==> config.mk <==
export PLATFORM = sky130hd
export DESIGN_NAME = kei_walk
export DESIGN_NICKNAME = d
export VERILOG_FILES = /design/src/rtl/kei_pkg.sv /design/src/rtl/kei_walk.sv
export SDC_FILE = /design/constraint.sdc
export NUM_CORES = 1
export LEC_CHECK = 0
export BUFFER_PORTS_ARGS = -buffer_cell sky130_fd_sc_hd__buf_2
export CORE_AREA = 2 2 160 131
export CTS_CLUSTER_DIAMETER = 120
export DETAILED_ROUTE_END_ITERATION = 8
export DIE_AREA = 0 0 162 133
export PLACE_DENSITY = 0.87
export SLEW_MARGIN = 20
export SYNTH_ARGS = -nofsm -noshare
export SYNTH_HDL_FRONTEND = slang
export SYNTH_SLANG_ARGS = --single-unit
==> constraint.sdc <==
create_clock -name clk -period 7.1 [get_ports clk]
set_input_delay 0.355 -clock clk [delete_from_list [all_inputs] [get_ports clk]]
set_output_delay 0.355 -clock clk [all_outputs]
set_load 0.1 [all_outputs]
==> src/rtl/kei_pkg.sv <==
// ----------------------------------------------------------------------------
// kei_pkg
// Shared types, field positions and helpers for the keyframe envelope
// interpolator.
// ----------------------------------------------------------------------------
package kei_pkg;

  // Register file layout
  localparam int SLOTS      = 4;
  localparam int CFG_IDX_W  = 3;
  localparam int CFG_DATA_W = 64;
  localparam int TIMING_W   = 49;
  localparam int COLOUR_W   = 64;
  localparam int IDX_W      = 2;

  // Field positions inside a timing word
  localparam int DUR_LSB = 0;
  localparam int TRN_LSB = 16;
  localparam int WID_LSB = 32;
  localparam int EN_BIT  = 48;

  // Value lanes
  localparam int VAL_W      = 16;
  localparam int NUM_VALS   = 5;
  localparam int LANE_WIDTH = 0;
  localparam int LANE_RED   = 1;
  localparam int LANE_GREEN = 2;
  localparam int LANE_BLUE  = 3;
  localparam int LANE_ALPHA = 4;

  // Fraction divider: 17 quotient bits, a few per stage
  localparam int FRAC_W        = 17;
  localparam int DIV_STEPS     = 17;
  localparam int DIV_PER_STAGE = 4;
  localparam int DIV_STAGES    = (DIV_STEPS + DIV_PER_STAGE - 1) / DIV_PER_STAGE;

  // Product of a signed lane difference and an unsigned fraction
  localparam int PROD_W = (VAL_W + 1) + (FRAC_W + 1);

  typedef logic [NUM_VALS-1:0][VAL_W-1:0] kei_vals_t;

  // Which keyframe answers the request and how
  typedef struct packed {
    logic             empty;
    logic             past;
    logic             interp;
    logic [IDX_W-1:0] idx;
  } kei_sel_t;

  // Walk pipeline state
  typedef struct packed {
    logic             done;
    kei_sel_t         sel;
    logic [VAL_W-1:0] a;
    logic [VAL_W-1:0] tr;
  } kei_wstate_t;

  // Divider pipeline state
  typedef struct packed {
    kei_sel_t          sel;
    logic [VAL_W-1:0]  rem;
    logic [VAL_W-1:0]  dvsr;
    logic [FRAC_W-1:0] quo;
  } kei_dstate_t;

  // Selection plus blend fraction
  typedef struct packed {
    kei_sel_t          sel;
    logic [FRAC_W-1:0] frac;
  } kei_frac_t;

  // Unpack one keyframe into its five value lanes
  function automatic kei_vals_t kei_vals(input logic [TIMING_W-1:0] timing,
                                         input logic [COLOUR_W-1:0] colour);
    kei_vals_t v;
    v = '0;
    v[LANE_WIDTH] = timing[WID_LSB +: VAL_W];
    for (int c = 0; c < 4; c++) begin
      v[LANE_RED + c] = colour[c*VAL_W +: VAL_W];
    end
    return v;
  endfunction

endpackage

==> src/rtl/kei_walk.sv <==
// ----------------------------------------------------------------------------
// kei_walk
// Keyframe walk, one register stage per keyframe.
// ----------------------------------------------------------------------------
module kei_walk #(
  parameter int KEYFRAMES = 4
) (
  input  logic                         clk,
  input  logic                         rst_n,
  input  logic                         en,
  input  logic                         in_valid,
  input  logic [kei_pkg::VAL_W-1:0]    in_age,
  input  logic [kei_pkg::TIMING_W-1:0] key_timing [KEYFRAMES],
  output logic                         out_valid,
  output kei_pkg::kei_wstate_t         out_state
);
  import kei_pkg::*;

  logic [KEYFRAMES-1:0] key_on;
  logic [KEYFRAMES-1:0] key_last;
  logic [KEYFRAMES:0]   on_ext;
  logic                 vld_r [KEYFRAMES];
  kei_wstate_t          st_r  [KEYFRAMES];

  always_comb begin
    for (int k = 0; k < KEYFRAMES; k++) begin
      key_on[k] = key_timing[k][EN_BIT];
    end
  end

  // A keyframe is the last counted one when the next is off or absent
  assign on_ext   = {1'b0, key_on};
  assign key_last = key_on & ~on_ext[KEYFRAMES:1];

  for (genvar k = 0; k < KEYFRAMES; k++) begin : g_stage
    kei_wstate_t      cur_st;
    kei_wstate_t      st_nxt;
    logic             vld_in;
    logic [VAL_W-1:0] dur;
    logic [VAL_W-1:0] trn;
    logic [VAL_W-1:0] a_rem;

    assign dur = key_timing[k][DUR_LSB +: VAL_W];
    assign trn = key_timing[k][TRN_LSB +: VAL_W];

    if (k == 0) begin : g_head
      always_comb begin
        cur_st      = '0;
        cur_st.a    = in_age;
      end
      assign vld_in = in_valid;
    end else begin : g_body
      assign cur_st = st_r[k-1];
      assign vld_in = vld_r[k-1];
    end

    always_comb begin
      a_rem  = cur_st.a - dur;
      st_nxt = cur_st;
      if (!cur_st.done) begin
        if (!key_on[k]) begin
          st_nxt.done      = 1'b1;
          st_nxt.sel.empty = 1'b1;
        end else if (cur_st.a <= dur || key_last[k]) begin
          st_nxt.done     = 1'b1;
          st_nxt.sel.idx  = IDX_W'(k);
          st_nxt.sel.past = cur_st.a > dur;
        end else if (trn != '0 && a_rem <= trn) begin
          st_nxt.done       = 1'b1;
          st_nxt.sel.idx    = IDX_W'(k);
          st_nxt.sel.interp = 1'b1;
          st_nxt.a          = a_rem;
          st_nxt.tr         = trn;
        end else begin
          st_nxt.a = a_rem - trn;
        end
      end
    end

    always_ff @(posedge clk) begin
      if (!rst_n) begin
        vld_r[k] <= 1'b0;
      end else if (en) begin
        vld_r[k] <= vld_in;
      end
    end

    always_ff @(posedge clk) begin
      if (en) begin
        st_r[k] <= st_nxt;
      end
    end
  end

  assign out_valid = vld_r[KEYFRAMES-1];
  assign out_state = st_r[KEYFRAMES-1];

  // every request has found its keyframe by the end of the walk
  a_walk_done: assert property (@(posedge clk) disable iff (!rst_n)
    vld_r[KEYFRAMES-1] |-> st_r[KEYFRAMES-1].done)
    else $error("walk left a request unresolved");

endmodule

# After elaboration in Yosys (flattened, before gate mapping)
# Memories as Yosys holds them, arrays and structs flattened.
# Index checks and enable logic that the tools add are counted.
# W data, S select, Z words.
word_totals:
  reg_bits: 0
  ramBits: 156
  input_bits: 216
  out_inout_bits: 39
  word_cells: 100
  mem_count: 2
memory_table:
  columns: ["name", "depth", "width", "rd", "rd_ports_with_merged_regs", "write_ports", "line", "text"]
  rows:
  - ["st_r", 4, 38, 4, 0, 4, "kei_walk.sv:23", "kei_wstate_t st_r [KEYFRAMES];"]
  - ["vld_r", 4, 1, 4, 0, 4, "kei_walk.sv:22", "logic vld_r [KEYFRAMES];"]
classes:
  n_addsub: 8
  order_cmp: 12
  muxes: 60
  bitwise: 6
  reduce_logical: 12
ops:
  columns: ["op", "n"]
  rows:
  - ["$mux W36", 4]
  - ["$le A16 B16 Y1", 8]
  - ["$mux W16", 8]
  - ["$mux W32", 4]
  - ["$sub A16 B16 Y16", 8]
  - ["$mux W38", 3]
  - ["$gt A16 B16 Y1", 4]
  - ["$reduce_bool A16 Y1", 4]
  - ["$mux W1", 33]
  - ["$mux W3", 4]
  - ["$mux W2", 4]
  - ["$and A4 B4 Y4", 1]
  - ["$logic_and A1 B1 Y1", 4]
  - ["$logic_or A1 B1 Y1", 4]
  - ["$not A3 Y4", 1]
  - ["$or A1 B1 Y1", 4]

# Logic depth before layout (Yosys ltp)
# Gate-level depths: netlist of the first run.
# An unclocked memory read counts as a cell.
logic_depth:
  word_depth: 8
  ltp_mapped: 20
  depth_no_buf: 19

# Least setup slack after synthesis of the first run
# OpenSTA, ideal clock, no wires.
synth_path:
  kind: "register to register"
  start: "memory st_r[0][17] in the netlist's numbering"
  end: "memory st_r[1][10] in the netlist's numbering, data pin"
  setup_time_ps: 260
  arrival_time_ps: 3976
  required_ps: 6840
  path_slack_ps: 2864
  stages_incl_launch_ff: 19
  path_buffers: 2
  period_less_slack_ps: 4236
  path_cell_list: "edfxtp_1 ha_1 nor2b_1 o31ai_1 a211oi_1 o21ai_0 or4b_1 o311ai_0 ha_1 a21o_1 a21oi_1 o21a_1 o21bai_1 a211oi_1 o21ai_0 buf_2 nor2_8 buf_12 mux2_4"
synth_rtl:
  columns: ["element", "line"]
  rows:
  - ["start: declaration", "kei_walk.sv:23"]

==> flow_summary_export.csv, run 1 <==
group,metric,value,unit
global_routing,busiest_layer,"met2",
worst_setup_path,crit_path_end_kind,"register",
worst_setup_path,path_max_fanout,19,
route,drt-total-wl,30.0,mm
synth,synth-async-reset-ratio,0,%
final_layout,diodes,0,
global_routing,grt_util_met3,3.29,%
pwr,power_density,266,mW/mm²
synth,ys_warn_count,0,
route,vias_per_cell,5.84,
timing,fin_skew,0.0110,ns
placed_design,hpwl,23.7,mm
clock_network,clockBufferDepth,2,
timing,rsz0062_at_grt,"false",
synth,ys_types,71,
synth,syn-num-nets,1576,
route,drt_pass1_iterations,6,
clock_network,cts_resized,0,
clock_network,cts.sinks,153,
timing,hold_slack,0.189,ns
route,vias,9733,
global_routing,grt_first_pass_wirelength,47.6,mm
timing,period_minus_slack,5.08,ns
global_routing,grt_pass1_vias,9351,
clock_network,hold_buffers,0,
outcome,outcome,"finished clean",
worst_setup_path,critPathArrivalTime,5.26,ns
clock_network,h-tree-depth,4,
synth,synth_top_family_by_area,"compound AO/OA/AOI/OAI gates",
final_layout,mostFrequentLayoutCell,"buf_2",
final_layout,nFillCells,1624,
synth,synth_compound_area_share,17.1,%
floorplanning,rows,47,
clock_network,cts_tree,"built",
synth,synthAdderAreaFrac,13.1,%
floorplanning,core,0.0201,mm²
synth,synth_area,0.0118,mm²
synth,synth-seq-area-share,39.0,%
timing,slew_violations,0,
floorplanning,die_w,162,µm
route,dr.first_iter.drc_count,745,
pwr,leakage,6.07,nW
clock_network,cts-buffers-inserted,17,
global_routing,grt_max_degree,84,
route,wl_per_cell,18.0,µm
worst_setup_path,crit_buf_inv,0,
global_routing,use_met1,38.5,%
timing,period_share,71.6,%
synth,synth_seq_cells,153,
clock_network,path_clk_slew,0.07,ns
final_layout,nNetsFinal,1719,
worst_setup_path,critical-path-top-delay-family,"compound AO/OA/AOI/OAI gates",
worst_setup_path,worst_setup_path_start_kind,"register",
hold_path,hold_path.class,"in2reg",
final_layout,drive_above_1_share,18.3,%
worst_setup_path,slowest_delay,0.46,ns
synth,yosys.area_share.xor_xnor,4.99,%
synth,synth-edff-count,152,
timing,hold_violations,0,
final_layout,final_cell_mix,"173 x buf_2, 152 x edfxtp_1, 150 x inv_1, 112 x ha_1",
timing,setup_tns,0,ns
final_layout,syn_to_final_growth,13.9,%
timing,max_freq,197,MHz
pwr,ir_drop,0.000152,V
synth,synth_ff_type,"edfxtp_1",
clock_network,post_cts_buffers,0,
synth,syn_avg_cell_area,9.47,µm²
placed_design,place.gp.congestion,0.922,
placed_design,port_buffers,174,
global_routing,antenna_found_initial,0,
global_routing,grt_usage,28.3,%
clock_network,clkLatencyLatePin,0.43,ns
floorplanning,initial_utilization,58.4,%
worst_setup_path,cp_slowest_cell,"or4b_1",
synth,synth_top_area_share,38.8,%
timing,worstMarginPinSlew,0.985,ns
global_routing,grt_util_met2,46.5,%
global_routing,grt_overflow_total,0,
synth,synth_largest_area_cell,"edfxtp_1",
synth,synthCells,1241,
floorplanning,chipHeight,133,µm
floorplanning,fp.dieArea,0.0215,mm²
worst_setup_path,crit_type,"reg2reg",
timing,slew_headroom,34.3,%
synth,synthTopCellsByArea,"edfxtp_1 39%, ha_1 12%, inv_1 4.8%, a21oi_1 3.5%, xnor2_1 3.2%",
timing,setup_viol,0,
synth,synth-simple-area-share,13.9,%
synth,muxShareOfSynthArea,4.90,%
worst_setup_path,path_cells,"ha_1 -> nor2b_1 -> o31ai_1 -> a211oi_1 -> o21ai_0 -> or4b_1 -> o311ai_0 -> ha_1 -> a21o_1 -> a21oi_1 -> o21a_1 -> o21bai_1 -> a211oi_1 -> o21ai_2 -> nor2_8 -> mux2_2",
floorplanning,pin_count,255,
route,route.detailed.drc,0,
job,maxCapViolCount,0,
clock_network,clockRootBuffer,"clkbuf_16",
route,ant_nets,0,
worst_setup_path,cp.required,7.28,ns
sequential cells by signal, indices dropped and copies added, names as in the netlist:
name,count
vld_r,4
st_r,149
path summary, 6_finish.rpt:
path,from,to,slack (ns),cells after the start
hold / removal,rst_n,vld_r[2],0.19,2
setup reg to reg,st_r[0][17],st_r[1][4],2.02,16
setup / recovery,st_r[0][17],st_r[1][4],2.02,16
hold reg to reg,st_r[2][1],st_r[3][1],0.42,0
metrics by stage:
step | area (µm²) | total power, mW | worst slack (ns) | cells | util, %
2_1_floorplan | 11800 | 2.27 | 2.86 | 1241 | -
3_3_place_gp | 12800 | 2.55 | 2.12 | 1634 | 63.5
3_5_place_dp | 12800 | 2.58 | 2.00 | 1634 | 63.5
4_1_cts | 13400 | 3.55 | 2.11 | 1666 | 66.5
5_1_grt | 13400 | 3.76 | 1.69 | 1666 | 66.6
6_report | 13400 | 3.57 | 2.02 | 1666 | 66.6
layer usage:
layer  wire [µm]  vias up
met1       13000     4474
met2       13900      411
met4        1040        0
li1            -     4785
met5           0        -
met3        1990       63
cell families (layout without fill, tap and decap cells):
group                      count (synthesis)  in the layout
DFF                                      153            153
AOI/OAI and AO/OA                        315            315
adders and majority gates                119            119
buffers and inverters                    207            363
xor gates and xnor gates                  67             67
other                                      1              1
muxes                                     52             52
and+or+nand+nor                          327            327
where the power goes:
part           leakage (nW)  switching, mW  internal, mW  total, mW
registers              1.49         0.0324          1.08       1.12
logic                  4.27          0.896         0.589       1.49
clock network         0.299          0.390         0.573      0.963
total                  6.07           1.32          2.25       3.57
final cells by class:
cell class / instances / area (µm²) / area share, %
multi-input combinational: 881 / 6350 / 47.5
timing repair buffer: 180 / 922 / 6.89
inverter: 151 / 567 / 4.23
sequential: 153 / 4580 / 34.2
clock inverter: 13 / 180 / 1.35
tap: 269 / 337 / 2.51
clock buffer: 19 / 443 / 3.31
synthesized netlist by cell type (10+ instances only):
cell,n
o21a_1,19
xor2_1,24
inv_1,150
a21oi_1,83
clkbuf_1,41
nand2b_1,16
nand3_1,15
ha_1,112
nor3_1,26
xnor2_1,43
a21o_1,22
nor2b_1,21
mux2i_1,29
nor2_1,83
mux2_2,16
nor4_1,17
o21ai_0,68
a211oi_1,10
nand2_1,77
edfxtp_1,152
and3_1,14
nand4_1,23
o21bai_1,11
a31oi_1,21
o21ai_1,18
buf_2,12
worst reg2reg max path, cell delays in order (launching register included):
cell      delay, ns
edfxtp_1       0.45
ha_1           0.36
nor2b_1        0.16
o31ai_1        0.44
a211oi_1       0.18
o21ai_0        0.26
or4b_1         0.46
o311ai_0       0.19
ha_1           0.43
a21o_1         0.19
a21oi_1        0.16
o21a_1         0.14
o21bai_1       0.06
a211oi_1       0.33
o21ai_2        0.20
nor2_8         0.39
mux2_2         0.43
(Power assumes the default switching activity.)
==> inputs of run 2 (changes only) <==
Settings changed: CORE_AREA 2 2 160 131 to 2 2 173 141, DIE_AREA 0 0 162 133 to 0 0 175 143, PLACE_DENSITY 0.87 to 0.79.
Clock period 7.1 ns to 4.6 ns, I/O delays scaled along.
==> flow_summary_export.csv, run 2 (synthesis results as in run 1) <==
group,metric,value,unit
timing,setup_viol,0,
floorplanning,die_w,175,µm
final_layout,instances_no_fill,1728,
hold_path,min_from,"rst_n",
clock_network,h-tree-depth,4,
clock_network,cts_tree,"built",
floorplanning,fp.dieArea,0.0250,mm²
route,ant_nets,0,
clock_network,clockBufferDepth,2,
placed_design,hpwl,24.2,mm
timing,max_freq,225,MHz
pwr,switching_share,37.8,%
final_layout,largest_reg_flops,149,
route,vias,9724,
outcome,outcome,"finished clean",
floorplanning,core,0.0232,mm²
final_layout,syn_to_final_growth,16.0,%
final_layout,top_register,"st_r",
final_layout,fin_area,0.0136,mm²
placed_design,dpl_cell_area,0.0130,mm²
job,maxCapViolCount,0,
global_routing,grt_pass1_vias,9157,
timing,fin_skew,0.0128,ns
timing,slew_violations,0,
placed_design,port_buffers,174,
final_layout,final_cell_mix,"173 x buf_2, 152 x edfxtp_1, 150 x inv_1, 112 x ha_1, 83 x nor2_1",
timing,worstMarginPinSlew,1.03,ns
global_routing,grt_usage,24.3,%
worst_setup_path,worst_setup_path_start_kind,"register",
pwr,p_int,3.41,mW
hold_path,hold_path.class,"in2reg",
final_layout,diodes,0,
pwr,pwr-share-comb,42.6,%
floorplanning,pin_count,255,
route,dr.first_iter.drc_count,872,
worst_setup_path,ff2ff_setup_slack,0.15,ns
timing,slew_headroom,31.0,%
pwr,p_clk_share,26.0,%
final_layout,mostFrequentLayoutCell,"buf_2",
worst_setup_path,crit_path_end_kind,"register",
worst_setup_path,reg2reg_from,"st_r[0][17]",
clock_network,cts-buffers-inserted,17,
route,drt-total-wl,30.2,mm
route,wl_per_cell,17.5,µm
global_routing,antenna_found_initial,0,
timing,setup_tns,0,ns
route,drt_pass1_iterations,6,
worst_setup_path,crit_type,"reg2reg",
clock_network,path_clk_slew,0.07,ns
global_routing,grt_first_pass_wirelength,47.0,mm
timing,hold_violations,0,
floorplanning,initial_utilization,50.6,%
route,vias_per_cell,5.63,
pwr,power_density,403,mW/mm²
floorplanning,chipHeight,143,µm
placed_design,dp.cells,1695,
clock_network,cts.sinks,153,
final_layout,drive_above_1_share,19.8,%
timing,period_minus_slack,4.45,ns
pwr,ir_drop,0.000292,V
global_routing,grt_max_degree,70,
clock_network,clockRootBuffer,"clkbuf_16",
worst_setup_path,cp-startpoint,"st_r[0][17]",
worst_setup_path,path_max_fanout,5,
final_layout,nNetsFinal,1738,
worst_setup_path,cp.required,4.76,ns
global_routing,grt_overflow_total,0,
placed_design,place.gp.congestion,0.955,
clock_network,clkLatencyLatePin,0.43,ns
pwr,p_sw,2.08,mW
floorplanning,rows,50,
worst_setup_path,critPathArrivalTime,4.62,ns
pwr,p_seq_share,31.4,%
route,route.detailed.drc,0,
final_layout,largestRegisters,"st_r: 149 flops, vld_r: 4 flops",
timing,period_share,96.8,%
pwr,leakage,6.17,nW
[run 2: changes by cell type in the layout (fill, tap and decap cells not counted), sizes merged]
cell / before / now
clkinv: 1 / 5
clkbuf: 19 / 18
buf: 180 / 199
clkinvlp: 2 / 1
bufinv: 3 / 1
[run 2: final cells by class]
cell class              count  area (µm²)
clock buffers              18         439
clock inverters            14         180
multi-input cells         881        6380
well taps                 312         390
inverters                 151         567
repair buffers            199        1080
fillers                  1979        9580
flip-flops and latches    153        4580
[run 2: what timing repair did]
action                     4_1_cts  5_1_grt
hold buffers                     0        0
buffers inserted                 0        1
resized for setup                0       13
setup endpoints to repair        0       56
[run 2: final timing paths]
kind / depth (start not counted) / to
max: 18 / st_r[1][11]
min: 2 / vld_r[2]
max reg2reg: 18 / st_r[1][11]
min reg2reg: 0 / st_r[3][10]
[run 2: worst max-delay path, stage by stage, from the launching register on]
cell	delay, ns
edfxtp_1	0.46
ha_1	0.33
nor2b_1	0.15
o31ai_1	0.19
buf_4	0.16
a211oi_1	0.08
o21ai_1	0.21
or4b_1	0.47
o311ai_1	0.17
ha_1	0.33
a21o_1	0.16
a21oi_1	0.16
o21a_1	0.13
o21bai_1	0.08
a211oi_2	0.25
o21ai_2	0.14
nor2_8	0.19
buf_4	0.19
mux2_4	0.32
[run 2: stage by stage]
step	util (%)	worst slack [ns]	hold WS, ns	power [mW]
floorplan	-	0.364	0.342	3.50
global placement	55.8	0.0862	0.403	3.98
detailed placement	55.8	0.0149	0.406	4.02
CTS	58.5	0.0244	0.0594	5.46
global route	58.7	-0.0194	0.0843	5.83
finish	58.7	0.149	0.0748	5.49
[run 2: per-layer routing]
| layer | GRT usage, % | vias to the layer above | part of all wire [%] |
|---|---|---|---|
| li1 | - | 4813 | - |
| met1 | 33.2 | 4412 | 45 |
| met2 | 38.5 | 443 | 44 |
| met3 | 4.47 | 56 | 7.8 |
| met4 | 9.43 | 0 | 3.5 |
| met5 | 0 | - | 0 |
[run 2: power groups by stage]
stage / combinational, mW / clock (mW) / sequential, mW
4_1_cts: 2.29 / 1.45 / 1.72
2_1_floorplan: 1.60 / 0 / 1.90
3_5_place_dp: 2.26 / 0 / 1.75
5_1_grt: 2.58 / 1.52 / 1.73
6_report: 2.34 / 1.43 / 1.73
3_3_place_gp: 2.23 / 0 / 1.75
==> inputs of run 3 (changes only) <==
Settings changed: PLACE_DENSITY 0.79 to default, PLACE_DENSITY_LB_ADDON from default to 0.1.
==> flow_summary_export.csv, run 3 (synthesis results as in run 1) <==
group,metric,value,unit
outcome,outcome,"finished clean",
clock_network,h-tree-depth,4,
final_layout,drive_above_1_share,20.0,%
final_layout,nFillCells,2048,
worst_setup_path,ff2ff_setup_slack,0.25,ns
global_routing,grt_max_degree,79,
timing,hold_violations,0,
final_layout,mostFrequentLayoutCell,"buf_2",
global_routing,grt_first_pass_wirelength,46.3,mm
placed_design,dp.cells,1699,
pwr,p_clk_share,25.7,%
worst_setup_path,crit_path_end_kind,"register",
final_layout,diodes,0,
pwr,pwr-share-comb,42.9,%
timing,period_share,94.5,%
route,ant_nets,0,
placed_design,dpl_cell_area,0.0130,mm²
clock_network,cts-buffers-inserted,17,
floorplanning,chipHeight,143,µm
floorplanning,initial_utilization,50.6,%
worst_setup_path,path_max_fanout,12,
floorplanning,core,0.0232,mm²
route,dr.first_iter.drc_count,799,
final_layout,top_register,"st_r",
global_routing,grt_overflow_total,0,
pwr,leakage,6.18,nW
worst_setup_path,worst_setup_path_start_kind,"register",
floorplanning,rows,50,
worst_setup_path,cp.required,4.79,ns
route,vias_per_cell,5.47,
placed_design,hpwl,23.6,mm
final_layout,instances_no_fill,1731,
global_routing,grt_usage,23.9,%
job,maxCapViolCount,0,
worst_setup_path,crit_type,"reg2reg",
route,drt-total-wl,29.4,mm
worst_setup_path,critPathArrivalTime,4.53,ns
floorplanning,die_w,175,µm
pwr,switching_share,38.3,%
clock_network,cts_tree,"built",
clock_network,post_cts_buffers,0,
timing,period_minus_slack,4.35,ns
final_layout,largest_reg_flops,149,
clock_network,clkLatencyLatePin,0.44,ns
route,route.detailed.drc,0,
clock_network,clockBufferDepth,2,
timing,setup_viol,0,
final_layout,largestRegisters,"st_r: 149 flops, vld_r: 4 flops",
final_layout,nNetsFinal,1741,
hold_path,hold_path.class,"in2reg",
pwr,p_seq_share,31.4,%
floorplanning,pin_count,255,
placed_design,place.gp.congestion,0.928,
final_layout,final_cell_mix,"173 x buf_2, 152 x edfxtp_1, 150 x inv_1, 110 x ha_1, 83 x nor2_1",
route,wl_per_cell,17.0,µm
final_layout,syn_to_final_growth,16.3,%
pwr,total_power,5.48,mW
placed_design,port_buffers,174,
timing,worstMarginPinSlew,1.09,ns
clock_network,cts.sinks,153,
global_routing,grt_pass1_vias,8832,
clock_network,clockRootBuffer,"clkbuf_16",
route,drt_pass1_iterations,8,
timing,slew_headroom,27.1,%
timing,fin_skew,0.0197,ns
floorplanning,fp.dieArea,0.0250,mm²
global_routing,antenna_found_initial,0,
pwr,p_int,3.38,mW
timing,slew_violations,0,
timing,max_freq,230,MHz
final_layout,fin_area,0.0137,mm²
pwr,power_density,401,mW/mm²
route,vias,9471,
clock_network,path_clk_slew,0.07,ns
pwr,ir_drop,0.000295,V
pwr,p_sw,2.10,mW
[run 3: path summary, 6_finish.rpt]
path,start,endpoint,cells past startpoint
max,st_r[0][17],st_r[1][8],18
min reg2reg,st_r[2][13],st_r[3][13],0
min,rst_n,vld_r[2],2
max reg2reg,st_r[0][17],st_r[1][8],18
[run 3: power groups by stage]
stage | clock network (mW) | registers [mW] | logic (mW)
global route | 1.49 | 1.73 | 2.60
finish | 1.41 | 1.72 | 2.35
CTS | 1.44 | 1.72 | 2.30
global placement | 0 | 1.75 | 2.25
detailed placement | 0 | 1.75 | 2.28
floorplan | 0 | 1.90 | 1.60
[run 3: area by class of cell]
type / count / area, µm² / share of cell area (%)
Multi-Input combinational cell: 881 / 6400 / 46.9
Sequential cell: 153 / 4580 / 33.5
Timing Repair Buffer: 202 / 1110 / 8.13
Inverter: 151 / 567 / 4.15
Clock buffer: 18 / 439 / 3.21
Tap cell: 312 / 390 / 2.86
Clock inverter: 14 / 170 / 1.25
[run 3: critical path: stages, from the launching register on]
cell	delay, ns
edfxtp_1	0.45
ha_1	0.32
nor2b_1	0.14
o31ai_1	0.20
buf_4	0.17
a211oi_1	0.08
o21ai_1	0.20
or4b_1	0.46
o311ai_1	0.17
ha_1	0.33
a21o_1	0.17
a21oi_1	0.14
o21a_1	0.14
o21bai_1	0.08
a211oi_2	0.24
o21ai_2	0.13
nor2_8	0.19
buf_12	0.16
mux2_2	0.35
[run 3: timing repair]
action                     4_1_cts  5_1_grt
setup endpoints to repair        0       66
hold buffers                     0        0
gates resized for setup          0       17
[run 3: routing by layer]
| metal | global-route usage [%] | share of wire, % |
|---|---|---|
| met1 | 33.3 | 46 |
| met2 | 38.4 | 45 |
| met3 | 2.80 | 5.6 |
| met4 | 9.25 | 2.9 |
| met5 | 0 | 0 |
[run 3: metrics by stage]
step	setup TNS, ns	util [%]	worst slack, ns	hold slack [ns]
detailed placement	-0.0311	56.0	-0.0161	0.405
CTS	0	58.6	0.0911	0.0608
global route	-0.00119	58.9	-0.00119	0.0786
floorplan	0	-	0.364	0.342
global placement	0	56.0	0.0603	0.405
finish	0	58.9	0.253	0.0745
